<file path="src/sv/delimiter_message_deframer_assert.svh">
// assertion macros for the delimiter message deframer
`ifndef DELIMITER_MESSAGE_DEFRAMER_ASSERT_SVH
`define DELIMITER_MESSAGE_DEFRAMER_ASSERT_SVH

// same-cycle implication, checked out of reset
`define DMD_ASSERT_NOW(label, ante, cons) \
    label: assert property (@(posedge clk) disable iff (!rst_n) (ante) |-> (cons)) \
        else $error("deframer check failed");

// next-cycle implication, checked out of reset
`define DMD_ASSERT_NEXT(label, ante, cons) \
    label: assert property (@(posedge clk) disable iff (!rst_n) (ante) |=> (cons)) \
        else $error("deframer check failed");

`endif

</file>
<file path="src/sv/dmd_pkg.sv">
// shared constants, types and helpers of the delimiter message deframer
package dmd_pkg;

    localparam int MAX_DELIM = 8;
    localparam int LEN_BITS  = 16;
    localparam int CNT_W     = $clog2(MAX_DELIM + 1);
    localparam int CFG_IDX_W = 2;

    localparam logic [CFG_IDX_W-1:0] REG_DELIM_LEN   = 2'd0;
    localparam logic [CFG_IDX_W-1:0] REG_DELIM_BYTES = 2'd1;

    localparam logic [3:0]  DELIM_LEN_RST   = 4'd1;
    localparam logic [63:0] DELIM_BYTES_RST = 64'd10;

    localparam logic KIND_PAYLOAD = 1'b0;
    localparam logic KIND_END     = 1'b1;

    typedef struct packed {
        logic take_new;
        logic shift;
    } cell_ctl_t;

    // delimiter byte at a position, zero from position eight on
    function automatic logic [7:0] delim_byte_at(input logic [63:0] bytes, input int idx);
        if (idx >= 8)
        begin
            return 8'h00;
        end
        return bytes[8*idx +: 8];
    endfunction

endpackage

</file>
<file path="src/sv/dmd_cell.sv">
// one window cell: holds a byte, compares it with its delimiter byte
module dmd_cell (
    input  logic              clk,
    input  dmd_pkg::cell_ctl_t ctl,
    input  logic [7:0]        new_byte,
    input  logic [7:0]        right_byte,
    input  logic [7:0]        delim_byte,
    output logic [7:0]        held_byte,
    output logic              eq
);
    import dmd_pkg::*;

    logic [7:0] held_reg;
    logic [7:0] held_next;

    always_comb
    begin
        held_next = held_reg;
        if (ctl.take_new)
        begin
            held_next = new_byte;
        end
        else if (ctl.shift)
        begin
            held_next = right_byte;
        end
    end

    always_ff @(posedge clk)
    begin
        held_reg <= held_next;
    end

    assign held_byte = held_reg;
    assign eq        = (held_reg == delim_byte);

endmodule

</file>
<file path="src/sv/delimiter_message_deframer.sv">
// delimiter message deframer top level: window cell chain, framing control, output register
// a result appears in the output register in the cycle after its byte is taken
// throughput: one byte per cycle unless the receiver stalls; all cells compare at once
// a byte that is held back or filling the window gives no result
// reset: delimiter length 1, delimiter line feed, window empty, length count zero
// reset is asynchronous; the output register comes out of reset empty
`include "delimiter_message_deframer_assert.svh"

module delimiter_message_deframer (
    input  logic                             clk,
    input  logic                             rst_n,
    input  logic                             in_valid,
    output logic                             in_ready,
    input  logic [7:0]                       data_byte,
    output logic                             out_valid,
    input  logic                             out_ready,
    output logic                             kind,
    output logic [7:0]                       payload_byte,
    output logic [15:0]                      message_length,
    input  logic                             cfg_valid,
    output logic                             cfg_ready,
    input  logic [dmd_pkg::CFG_IDX_W-1:0]    cfg_index,
    input  logic [63:0]                      cfg_data
);
    import dmd_pkg::*;

    logic [3:0]          delim_len_reg;
    logic [3:0]          delim_len_next;
    logic [63:0]         delim_bytes_reg;
    logic [63:0]         delim_bytes_next;
    logic [CNT_W-1:0]    held_cnt_reg;
    logic [CNT_W-1:0]    held_cnt_next;
    logic [LEN_BITS-1:0] len_cnt_reg;
    logic [LEN_BITS-1:0] len_cnt_next;
    logic                out_valid_reg;
    logic                out_valid_next;
    logic                kind_reg;
    logic                kind_next;
    logic [7:0]          payload_reg;
    logic [7:0]          payload_next;
    logic [15:0]         msg_len_reg;
    logic [15:0]         msg_len_next;

    logic [CNT_W-1:0]    eff_len;
    logic [CNT_W-1:0]    hold;
    logic                in_fire;
    logic                cfg_fire;
    logic                framing;
    logic                filling;
    logic                is_match;
    logic                produce;
    logic [7:0]          oldest;
    logic [MAX_DELIM-1:0] cell_eq;
    logic [MAX_DELIM-1:0] in_window;
    logic [7:0]          cell_byte [MAX_DELIM];
    cell_ctl_t           cell_ctl  [MAX_DELIM];

    assign in_fire  = in_valid && in_ready;
    assign cfg_fire = cfg_valid && cfg_ready;
    assign in_ready = !out_valid_reg || out_ready;
    assign cfg_ready = 1'b1;

    always_comb
    begin
        if (32'(delim_len_reg) > MAX_DELIM)
        begin
            eff_len = CNT_W'(MAX_DELIM);
        end
        else
        begin
            eff_len = CNT_W'(delim_len_reg);
        end
    end

    assign framing  = (eff_len != '0);
    assign hold     = framing ? (eff_len - CNT_W'(1)) : '0;
    assign filling  = framing && (held_cnt_reg < hold);
    assign is_match = framing && !filling
                      && (data_byte == delim_byte_at(delim_bytes_reg, int'(hold)))
                      && (&(cell_eq | ~in_window));
    assign oldest   = (hold == '0) ? data_byte : cell_byte[0];
    assign produce  = in_fire && !filling;

    genvar k;
    generate
        for (k = 0; k < MAX_DELIM; k++)
        begin : g_cell
            logic [7:0] right_byte;

            if (k == MAX_DELIM - 1)
            begin : g_last
                assign right_byte = 8'h00;
            end
            else
            begin : g_inner
                assign right_byte = cell_byte[k+1];
            end

            assign in_window[k] = (CNT_W'(k) < hold);
            assign cell_ctl[k].take_new = in_fire && framing
                && ((filling && (held_cnt_reg == CNT_W'(k)))
                    || (!filling && !is_match && (hold == CNT_W'(k + 1))));
            assign cell_ctl[k].shift = in_fire && framing && !filling && !is_match;

            dmd_cell u_cell (
                .clk        (clk),
                .ctl        (cell_ctl[k]),
                .new_byte   (data_byte),
                .right_byte (right_byte),
                .delim_byte (delim_byte_at(delim_bytes_reg, k)),
                .held_byte  (cell_byte[k]),
                .eq         (cell_eq[k])
            );
        end
    endgenerate

    always_comb
    begin
        delim_len_next   = delim_len_reg;
        delim_bytes_next = delim_bytes_reg;
        held_cnt_next    = held_cnt_reg;
        len_cnt_next     = len_cnt_reg;
        out_valid_next   = out_valid_reg && !out_ready;
        kind_next        = kind_reg;
        payload_next     = payload_reg;
        msg_len_next     = msg_len_reg;

        if (in_fire)
        begin
            if (filling)
            begin
                held_cnt_next = held_cnt_reg + CNT_W'(1);
            end
            else if (is_match)
            begin
                held_cnt_next = '0;
                len_cnt_next  = '0;
            end
            else if (len_cnt_reg != '1)
            begin
                len_cnt_next = len_cnt_reg + LEN_BITS'(1);
            end
        end

        if (produce)
        begin
            out_valid_next = 1'b1;
            if (is_match)
            begin
                kind_next    = KIND_END;
                payload_next = 8'h00;
                msg_len_next = 16'(len_cnt_reg);
            end
            else
            begin
                kind_next    = KIND_PAYLOAD;
                payload_next = framing ? oldest : data_byte;
                msg_len_next = 16'h0000;
            end
        end

        if (cfg_fire)
        begin
            unique case (cfg_index)
                REG_DELIM_LEN:
                begin
                    delim_len_next = cfg_data[3:0];
                    held_cnt_next  = '0;
                    len_cnt_next   = '0;
                end
                REG_DELIM_BYTES:
                begin
                    delim_bytes_next = cfg_data;
                end
                default:
                begin
                end
            endcase
        end
    end

    always_ff @(posedge clk or negedge rst_n)
    begin
        if (!rst_n)
        begin
            delim_len_reg   <= DELIM_LEN_RST;
            delim_bytes_reg <= DELIM_BYTES_RST;
            held_cnt_reg    <= '0;
            len_cnt_reg     <= '0;
            out_valid_reg   <= 1'b0;
        end
        else
        begin
            delim_len_reg   <= delim_len_next;
            delim_bytes_reg <= delim_bytes_next;
            held_cnt_reg    <= held_cnt_next;
            len_cnt_reg     <= len_cnt_next;
            out_valid_reg   <= out_valid_next;
        end
    end

    always_ff @(posedge clk)
    begin
        kind_reg    <= kind_next;
        payload_reg <= payload_next;
        msg_len_reg <= msg_len_next;
    end

    assign out_valid      = out_valid_reg;
    assign kind           = kind_reg;
    assign payload_byte   = payload_reg;
    assign message_length = msg_len_reg;

    // window never holds more than the effective delimiter length (capped at eight) minus one
    `DMD_ASSERT_NOW(a_held_bound, 1'b1, held_cnt_reg <= hold)
    // an end mark restarts framing
    `DMD_ASSERT_NEXT(a_match_clears, in_fire && is_match && !cfg_fire, (held_cnt_reg == '0) && (len_cnt_reg == '0))
    // a waiting result is not dropped
    `DMD_ASSERT_NEXT(a_out_keeps, out_valid_reg && !out_ready, out_valid_reg)
    // pass-through gives a payload byte for every transfer
    `DMD_ASSERT_NEXT(a_pass_through, in_fire && !framing, out_valid_reg && (kind_reg == KIND_PAYLOAD))

endmodule

</file>
<file path="config.mk">
export PLATFORM = sky130hd
export DESIGN_NAME = delimiter_message_deframer
export DESIGN_NICKNAME = d
export VERILOG_FILES = /design/src/sv/dmd_pkg.sv /design/src/sv/dmd_cell.sv /design/src/sv/delimiter_message_deframer.sv
export VERILOG_INCLUDE_DIRS = /design/src /design/src/sv
export SDC_FILE = /design/constraint.sdc
export NUM_CORES = 1
export LEC_CHECK = 0
export BUFFER_PORTS_ARGS = -buffer_cell sky130_fd_sc_hd__buf_4
export CORE_MARGIN = 10
export CORE_UTILIZATION = 53
export CTS_CLUSTER_DIAMETER = 40
export DETAILED_ROUTE_END_ITERATION = 6
export PLACE_DENSITY = 0.76
export SYNTH_ARGS = -nofsm -noshare
export SYNTH_HDL_FRONTEND = slang
export SYNTH_SLANG_ARGS = --single-unit
export TNS_END_PERCENT = 20
</file>
<file path="constraint.sdc">
create_clock -name clk -period 4.8 [get_ports clk]
set_clock_uncertainty 0.15 [all_clocks]
set_input_delay 0.96 -clock clk [delete_from_list [all_inputs] [get_ports clk]]
set_output_delay 0.96 -clock clk [all_outputs]
set_load 0.01 [all_outputs]
</file>
==> impl_metrics.ini, run 1 <==
[hold_path]
hp-class = reg2reg

[grt]
grt_max_degree = 70
track_usage = 0.210
grt_pass1_vias = 6815
grt_overflow_total = 0
grt_pass1_wl_um = 38700
antenna_found_initial = 0

[placement]
gp_congestion = 1.03
placed_cells = 1084
port-buffer-count = 105
dp_hpwl_um = 18400

[power]
seqPwrFrac = 0.432
p_per_area_mw_per_mm2 = 513
p_int_mw = 3.76
switchingPower_mw = 1.87
power_leakage_nw = 4.50
irDropWorstVdd_uv = 340
comb_power_share = 0.313
swShare = 0.332
power.share.clock = 0.255

[sta]
slew-limit-headroom = 0.397
hold_violations = 0
period_share = 0.947
fin_crit_ns = 4.55
tns_ns = 0
tightest_slew_ns = 0.904
timing.hold.ws_ns = 0.346
rsz0062_at_grt = no
drv_slew = 0
setup_violations = 0
timing.fmax_mhz = 220

[clock_tree]
ctsHoldBuffers = 0
cts_resized = 0
insertion_delay_ns = 0.43
cts_tree = yes
htreeDepth = 4
numCtsBuffers = 17
clkTransAtPathRegs_ns = 0.07
post-cts-setup-buffer-count = 0
cts.sinks = 178
cts_root_buffer = clkbuf_16
clockBufferDepth = 2

[floorplan]
design.die.area_sq_mm = 0.0233
row_count = 48
ios = 107
die_w_um = 153
die_h_um = 153
start_util = 0.540
core-area_sq_mm = 0.0172

[synthesis]
yosys.area.top_type_share = 0.287
post-synth-top-area-cell = edfxtp_1
synth_warnings = 0
ys_async_sr_fraction = 0.500
synth-seq-area-share = 0.527
synth_area_leaders = edfxtp_1 (29%), dfrtp_1 (23%), mux2_2 (15%), xor2_1 (4.0%), xnor2_1 (3.8%)
syn-num-nets = 863
avgSynthCellArea_sq_um = 12.0
netlist_area_sq_mm = 0.00931
synth_flop_cell = edfxtp_1
synthCells = 773
ys_ff_latch = 178
ys_types = 65
synth_edf_count = 89

[detailed_routing]
postRouteAntennaNets = 0
wirelength_um = 24500
first_iter_violations = 673
firstDrtPassIters = 4
vias = 6542
wl_per_cell_um = 21.9
drc_errors = 0
routed_via_density = 5.86

[layout]
final_common_cell = buf_4
nets = 968
final_cells = 1116
n_antenna_cell = 0
layout_common_cells = buf_4 (127), mux2_2 (122), edfxtp_1 (89)
fillers = 1385
area_growth_pct = 17.9
layout-drive-gt1-share = 0.339

[worst_setup_path]
critPathLaunchType = flop
crit_arrival_ns = 4.58
required_ns = 4.83
path_class = reg2reg
crit_path_end_kind = flop
crit_path_max_fanout = 17

[job]
cap_violations = 0

[status]
status = finished clean
[layout make-up]
type | instances | area (sq um) | share of cell area
Tap cell | 225 | 282 | 0.0257
Multi-Input combinational cell | 542 | 4170 | 0.380
Clock inverter | 10 | 119 | 0.0108
Inverter | 12 | 46.3 | 0.00422
Timing Repair Buffer | 127 | 953 | 0.0869
Sequential cell | 178 | 4900 | 0.447
Clock buffer | 22 | 495 | 0.0452
[cell usage after synthesis (all sizes together), types with 2 or more instances]
| master | count |
|---|---|
| nand4b | 2 |
| o22ai | 2 |
| o31a | 6 |
| nor2b | 8 |
| and3 | 12 |
| a22oi | 2 |
| o31ai | 4 |
| nor4 | 9 |
| nand3b | 2 |
| a2bb2o | 2 |
| a21o | 2 |
| mux2i | 12 |
| or3 | 3 |
| nand2 | 69 |
| o21ai | 18 |
| edfxtp | 89 |
| nand2b | 4 |
| xor2 | 42 |
| a31oi | 8 |
| and2 | 20 |
| or2 | 3 |
| ha | 11 |
| a211oi | 2 |
| clkbuf | 24 |
| dfrtp | 86 |
| inv | 11 |
| xnor2 | 40 |
| mux4 | 3 |
| dfstp | 3 |
| nand3 | 22 |
| buf | 17 |
| a21oi | 19 |
| a32oi | 3 |
| nand4 | 17 |
| nor2 | 45 |
| nor3 | 11 |
| mux2 | 122 |
[critical path, stage by stage (launching register included)]
cell	delay (ns)
dfrtp_1	0.36
inv_1	0.11
nand2_1	0.14
ha_1	0.25
nor2b_4	0.23
o21a_4	0.30
buf_4	0.31
a21oi_1	0.10
o21ai_0	0.43
nand4_1	0.18
xor2_1	0.18
and2_1	0.17
and4_1	0.29
buf_4	0.22
o31ai_4	0.49
mux2_2	0.40
[layer usage]
layer  share of wire  GRT usage  up-vias
met5               0          0        -
met4           0.029     0.0795        0
met3           0.067     0.0457       48
met2            0.49      0.343      263
met1            0.41      0.267     3235
li1                -          -     2996
[power groups by stage]
stage          Clock [mW]  Combinational, mW  Sequential (mW)
4_1_cts              1.45               1.75             2.43
3_5_place_dp            0               1.73             2.45
3_3_place_gp            0               1.71             2.45
6_report             1.43               1.76             2.43
5_1_grt              1.51               1.92             2.47
2_1_floorplan           0               1.20             2.35
[path summary, 6_finish.rpt]
path / from / end / slack, ns / cells past startpoint
hold / removal: delim_len_reg[0] / delim_len_reg[0] / 0.35 / 2
min in group asynchronous: rst_n / delim_bytes_reg[48] / 0.50 / 1
setup reg to reg: delim_len_reg[3] / g_cell[6].u_cell.held_byte[3] / 0.25 / 15
max in group asynchronous: rst_n / delim_bytes_reg[25] / 3.16 / 2
hold reg to reg: delim_len_reg[0] / delim_len_reg[0] / 0.35 / 2
setup / recovery: delim_len_reg[3] / g_cell[6].u_cell.held_byte[3] / 0.25 / 15
[stage by stage]
step                setup slack (ns)   util  power, mW  cell area, sq um
CTS                            0.313  0.637       5.63             11000
detailed placement             0.329  0.601       4.19             10400
global route                  0.0273  0.637       5.90             11000
global placement               0.376  0.601       4.16             10400
finish                         0.253  0.637       5.63             11000
floorplan                     0.0839      -       3.55              9310
[cell families after synthesis]
| group | Yosys count | synth area share |
|---|---|---|
| multiplexers | 137 | 0.168 |
| XOR/XNOR | 82 | 0.0772 |
| other | 1 | 0.000403 |
| buffers and inverters | 53 | 0.0250 |
| adder cells (fa/ha/maj) | 11 | 0.0148 |
| flip-flops | 178 | 0.527 |
| AO/OA/AOI/OAI | 76 | 0.0608 |
| AND/OR/NAND/NOR | 235 | 0.127 |
No activity file was read; power rests on OpenSTA's default activity.
==> inputs of run 2 (changes only) <==
--- a/config.mk
+++ b/config.mk
@@ -8,10 +8,11 @@
 export LEC_CHECK = 0
 export BUFFER_PORTS_ARGS = -buffer_cell sky130_fd_sc_hd__buf_4
 export CORE_MARGIN = 10
-export CORE_UTILIZATION = 53
+export CORE_UTILIZATION = 45
 export CTS_CLUSTER_DIAMETER = 40
 export DETAILED_ROUTE_END_ITERATION = 6
-export PLACE_DENSITY = 0.76
+export HOLD_SLACK_MARGIN = 0.15
+export PLACE_DENSITY = 0.67
 export SYNTH_ARGS = -nofsm -noshare
 export SYNTH_HDL_FRONTEND = slang
 export SYNTH_SLANG_ARGS = --single-unit
==> run 2 against run 1 <==
Net effect: count of clock-buffer cells in the layout decreased by 5; sequential cell count unchanged; die area up 15%; worst hold slack gained 0.0059 ns; clock power is 6% lower; register-to-register slack lost 0.05 ns; critical path depth unchanged; combinational power about the same; final cell count increased by 4.0%; critical path type unchanged; largest power group unchanged; highest routed layer unchanged.
==> impl_metrics.ini, run 2 (synthesis gave the netlist of run 1 again) <==
[layout]
layout_common_cells = buf_4 (127), mux2_2 (122), edfxtp_1 (89)
area_growth_pct = 18.0
multi_input_area_sq_mm = 0.00417
final_cells = 1161
layout-drive-gt1-share = 0.340
n_antenna_cell = 0
final_common_cell = buf_4
finalInstanceArea_sq_mm = 0.0110
fillers = 1792
nets = 968
regArea_sq_mm = 0.00490

[power]
comb_power_share = 0.319
fin_total_pwr_mw = 5.52
power_leakage_nw = 4.48
p_int_mw = 3.60
switchingPower_mw = 1.92
irDropWorstVdd_uv = 316
p_per_area_mw_per_mm2 = 503
swShare = 0.347
seqPwrFrac = 0.437
power.share.clock = 0.244

[floorplan]
ios = 107
die_h_um = 164
die_w_um = 164
design.die.area_sq_mm = 0.0268
core-area_sq_mm = 0.0203
start_util = 0.458
row_count = 52

[clock_tree]
clkTransAtPathRegs_ns = 0.07
cts.sinks = 178
numCtsBuffers = 17
insertion_delay_ns = 0.44
clockBufferDepth = 2
cts_root_buffer = clkbuf_16
cts_resized = 0
htreeDepth = 4
post-cts-setup-buffer-count = 0
cts_tree = yes
ctsHoldBuffers = 0

[placement]
gp_congestion = 1.00
port-buffer-count = 105
placed_cells = 1129
dp_hpwl_um = 18600
post_dp_cell_area_sq_mm = 0.0104
pre_cts_ws_ns = 0.308

[worst_setup_path]
critPathLaunchType = flop
rr_worst_depth = 15
slowest_stage = dfstp_2
critPathMaxStageDelay_ns = 0.58
path_class = reg2reg
crit_arrival_ns = 4.63
crit_path_end_kind = flop
crit_path_max_fanout = 8
required_ns = 4.83
crit_family = simple AND/OR/NAND/NOR gates
rr_endpoint = g_cell[6].u_cell.held_byte[4]
cp.buffers_inverters = 1
crit_chain = nand2_1 > ha_1 > nor2b_4 > and2_1 > or2_2 > ha_1 > a21o_1 > a21o_1 > or2_2 > nand3_1 > and4bb_1 > and4_1 > buf_4 > o31ai_4 > mux2_2
reg2reg_from = delim_len_reg[0]
r2r_slack_ns = 0.21

[sta]
timing.fmax_mhz = 218
tightest_slew_ns = 1.27
period_share = 0.957
setup_violations = 0
hold_violations = 0
fin_ws_ns = 0.207
rsz0062_at_grt = no
drv_slew = 0
slew-limit-headroom = 0.153
tns_ns = 0
fin_crit_ns = 4.59

[hold_path]
hp-class = reg2reg
min_to = delim_len_reg[0]
min-delay-start = delim_len_reg[0]
min_path_cells = 2

[grt]
grt_max_degree = 55
grt_pass1_wl_um = 38000
antenna_found_initial = 0
grt_pass1_vias = 6652
grt_overflow_total = 0
track_usage = 0.185

[detailed_routing]
drc_errors = 0
firstDrtPassIters = 5
postRouteAntennaNets = 0
first_iter_violations = 422
wl_per_cell_um = 21.1
wirelength_um = 24500
routed_via_density = 5.48
vias = 6365

[status]
status = finished clean

[job]
cap_violations = 0
run 2: changes by cell type in the layout (fill, tap and decap cells not counted), sizes merged:
cell / change
bufinv: -2
clkbuf: -5
clkinv: +2
clkinvlp: -1
inv: +6
run 2: how the worst max path moves through the flow:
stage	slack, ns	endpoint	start	cells after the start
floorplan	0.08	g_cell[4].u_cell.held_byte[0]	delim_len_reg[0]	13
global placement	0.42	g_cell[6].u_cell.held_byte[2]	delim_len_reg[0]	15
detailed placement	0.31	g_cell[6].u_cell.held_byte[4]	delim_len_reg[0]	15
CTS	0.24	g_cell[6].u_cell.held_byte[4]	delim_len_reg[0]	15
global route	0.04	g_cell[6].u_cell.held_byte[4]	delim_len_reg[3]	16
finish	0.21	g_cell[6].u_cell.held_byte[4]	delim_len_reg[0]	15
run 2: final cells by class:
type / instances / share of cell area
sequential: 178 / 0.447
timing repair buffer: 127 / 0.0868
multi-input combinational: 542 / 0.380
tap: 270 / 0.0308
inverter: 12 / 0.00422
clock inverter: 15 / 0.0126
clock buffer: 17 / 0.0387
run 2: worst reg2reg max path, cell delays in order, from the launching register on:
cell      delay, ns
dfstp_2        0.58
nand2_1        0.09
ha_1           0.25
nor2b_4        0.16
and2_1         0.27
or2_2          0.35
ha_1           0.19
a21o_1         0.17
a21o_1         0.20
or2_2          0.34
nand3_1        0.07
and4bb_1       0.22
and4_1         0.20
buf_4          0.20
o31ai_4        0.49
mux2_2         0.41
run 2: metrics by stage:
| stage | hold slack (ns) | utilization |
|---|---|---|
| 2_1_floorplan | 0.310 | - |
| 3_3_place_gp | 0.336 | 0.513 |
| 3_5_place_dp | 0.335 | 0.513 |
| 4_1_cts | 0.352 | 0.541 |
| 5_1_grt | 0.366 | 0.541 |
| 6_report | 0.352 | 0.541 |
run 2: power by group through the flow:
stage / combinational (mW) / sequential (mW) / clock, mW
after floorplan: 1.20 / 2.35 / 0
after global placement: 1.73 / 2.44 / 0
after detailed placement: 1.75 / 2.44 / 0
after CTS: 1.77 / 2.41 / 1.37
after global routing: 1.93 / 2.45 / 1.44
final: 1.76 / 2.41 / 1.35
run 2: layer usage:
layer,vias to the layer above,global-route usage,share of wire
li1,3003,-,-
met1,3108,0.234,0.43
met2,211,0.297,0.48
met3,43,0.0413,0.062
met4,0,0.0873,0.032
met5,-,0,0
==> inputs of run 3 (changes only) <==
==> constraint.sdc (replaced) <==
create_clock -name clk -period 4.8 [get_ports clk]
set_clock_uncertainty 0.15 [all_clocks]
set_input_delay 0 -clock clk [delete_from_list [all_inputs] [get_ports clk]]
set_output_delay 0 -clock clk [all_outputs]
set_load 0.01 [all_outputs]
==> run 3 against run 2 <==
Net effect: global-route usage rose by 0.70 points; final cell count rose by 7.5%; count of clock-buffer cells in the layout did not move; non-clock buffer count rose by 87; final area rose by 9.0%; sequential cell count did not move; clock power rose by 15%; worst hold slack got worse by 0.18 ns; largest cell class unchanged.
==> impl_metrics.ini, run 3 (synthesis gave the netlist of run 1 again) <==
[worst_setup_path]
r2r_slack_ns = 0.27
crit_arrival_ns = 4.48
crit_path_end_kind = flop
reg2reg_from = delim_len_reg[3]
rr_worst_depth = 15
path_class = reg2reg
crit_start = delim_len_reg[3]
crit_path_max_fanout = 8
rr_endpoint = g_cell[6].u_cell.held_byte[4]
required_ns = 4.75
critPathLaunchType = flop

[sta]
slew-limit-headroom = 0.430
fin_crit_ns = 4.53
rsz0062_at_grt = no
drv_slew = 0
timing.hold.ws_ns = 0.171
tns_ns = 0
setup_violations = 0
hold_violations = 0
period_share = 0.945
timing.fmax_mhz = 221
tightest_slew_ns = 0.856

[clock_tree]
clkTransAtPathRegs_ns = 0.07
numCtsBuffers = 17
htreeDepth = 4
cts.sinks = 178
clockBufferDepth = 2
cts_root_buffer = clkbuf_16
insertion_delay_ns = 0.44
cts_tree = yes

[power]
power_leakage_nw = 4.89
p_per_area_mw_per_mm2 = 484
irDropWorstVdd_uv = 306

[placement]
post_dp_cell_area_sq_mm = 0.0104
dp_hpwl_um = 18200
gp_congestion = 1.05
port-buffer-count = 105

[layout]
layout-drive-gt1-share = 0.307
finalInstanceArea_sq_mm = 0.0120
area_growth_pct = 28.6
final_common_cell = buf_4
layout_common_cells = buf_4 (123), mux2_2 (122), edfxtp_1 (89), dlygate4sd3_1 (89), dfrtp_1 (86)
nets = 1055
n_antenna_cell = 0

[hold_path]
hp-class = in2reg
min_to = len_cnt_reg[7]
min-delay-start = cfg_valid
min_path_cells = 4

[status]
status = finished clean

[grt]
grt_pass1_wl_um = 39800
grt_pass1_vias = 7018
grt_max_degree = 65
antenna_found_initial = 0
track_usage = 0.192
grt_overflow_total = 0

[floorplan]
core-area_sq_mm = 0.0203
design.die.area_sq_mm = 0.0268
start_util = 0.458
die_h_um = 164
row_count = 52
ios = 107
die_w_um = 164

[detailed_routing]
vias = 6839
postRouteAntennaNets = 0
wl_per_cell_um = 20.4
firstDrtPassIters = 5
first_iter_violations = 522
drc_errors = 0
wirelength_um = 25500
routed_via_density = 5.48

[job]
cap_violations = 0
run 3: where the power goes:
group | switching (mW) | leakage, nW | total, mW | internal, mW
combinational | 0.952 | 2.65 | 1.83 | 0.880
sequential | 0.327 | 1.92 | 2.42 | 2.09
clock | 0.616 | 0.321 | 1.55 | 0.932
total | 1.89 | 4.89 | 5.80 | 3.90
run 3: timing repair:
action                                  4_1_cts  5_1_grt
setup buffers                                 0        1
endpoints found under the setup margin        0        8
endpoints found under the hold margin       247        0
hold buffers                                 90        0
resized for setup                             0        0
run 3: worst max-delay path by stage:
stage / cells after the start / end
floorplan: 13 / g_cell[4].u_cell.held_byte[0]
global placement: 13 / g_cell[6].u_cell.held_byte[3]
detailed placement: 15 / g_cell[6].u_cell.held_byte[5]
CTS: 16 / g_cell[6].u_cell.held_byte[5]
global route: 15 / g_cell[4].u_cell.held_byte[4]
finish: 15 / g_cell[6].u_cell.held_byte[4]
run 3: area by class of cell:
class / count / area (sq um)
inverters: 12 / 46.3
clock buffers: 17 / 425
well taps: 270 / 338
repair buffers: 214 / 1850
clock inverters: 15 / 229
fillers: 1681 / 8330
multi-input cells: 542 / 4170
flip-flops and latches: 178 / 4900
run 3: layer usage:
metal	up-vias	part of all wire	GRT usage
met5	-	0	0
met4	0	0.030	0.0650
met3	50	0.063	0.0413
met2	238	0.48	0.317
met1	3373	0.42	0.246
li1	3178	-	-
run 3: through the flow:
stage / instances / setup slack [ns] / util / power (mW)
final: 1248 / 0.265 / 0.590 / 5.80
after global routing: 1248 / 0.00334 / 0.590 / 6.09
after CTS: 1247 / 0.257 / 0.589 / 5.80
after detailed placement: 1125 / 0.309 / 0.512 / 4.17
after global placement: 1125 / 0.365 / 0.512 / 4.15
after floorplan: 773 / 0.0839 / - / 3.55
run 3: critical path: stages (launching register included):
cell	delay, ns
dfrtp_1	0.38
inv_1	0.14
nand2_1	0.14
ha_1	0.25
nor2b_4	0.16
and2_1	0.27
or2_2	0.35
ha_1	0.19
a21o_1	0.18
a21o_1	0.20
or2_2	0.33
nand3_1	0.08
and4bb_1	0.22
and4_1	0.20
or3_1	0.57
nand2_1	0.38
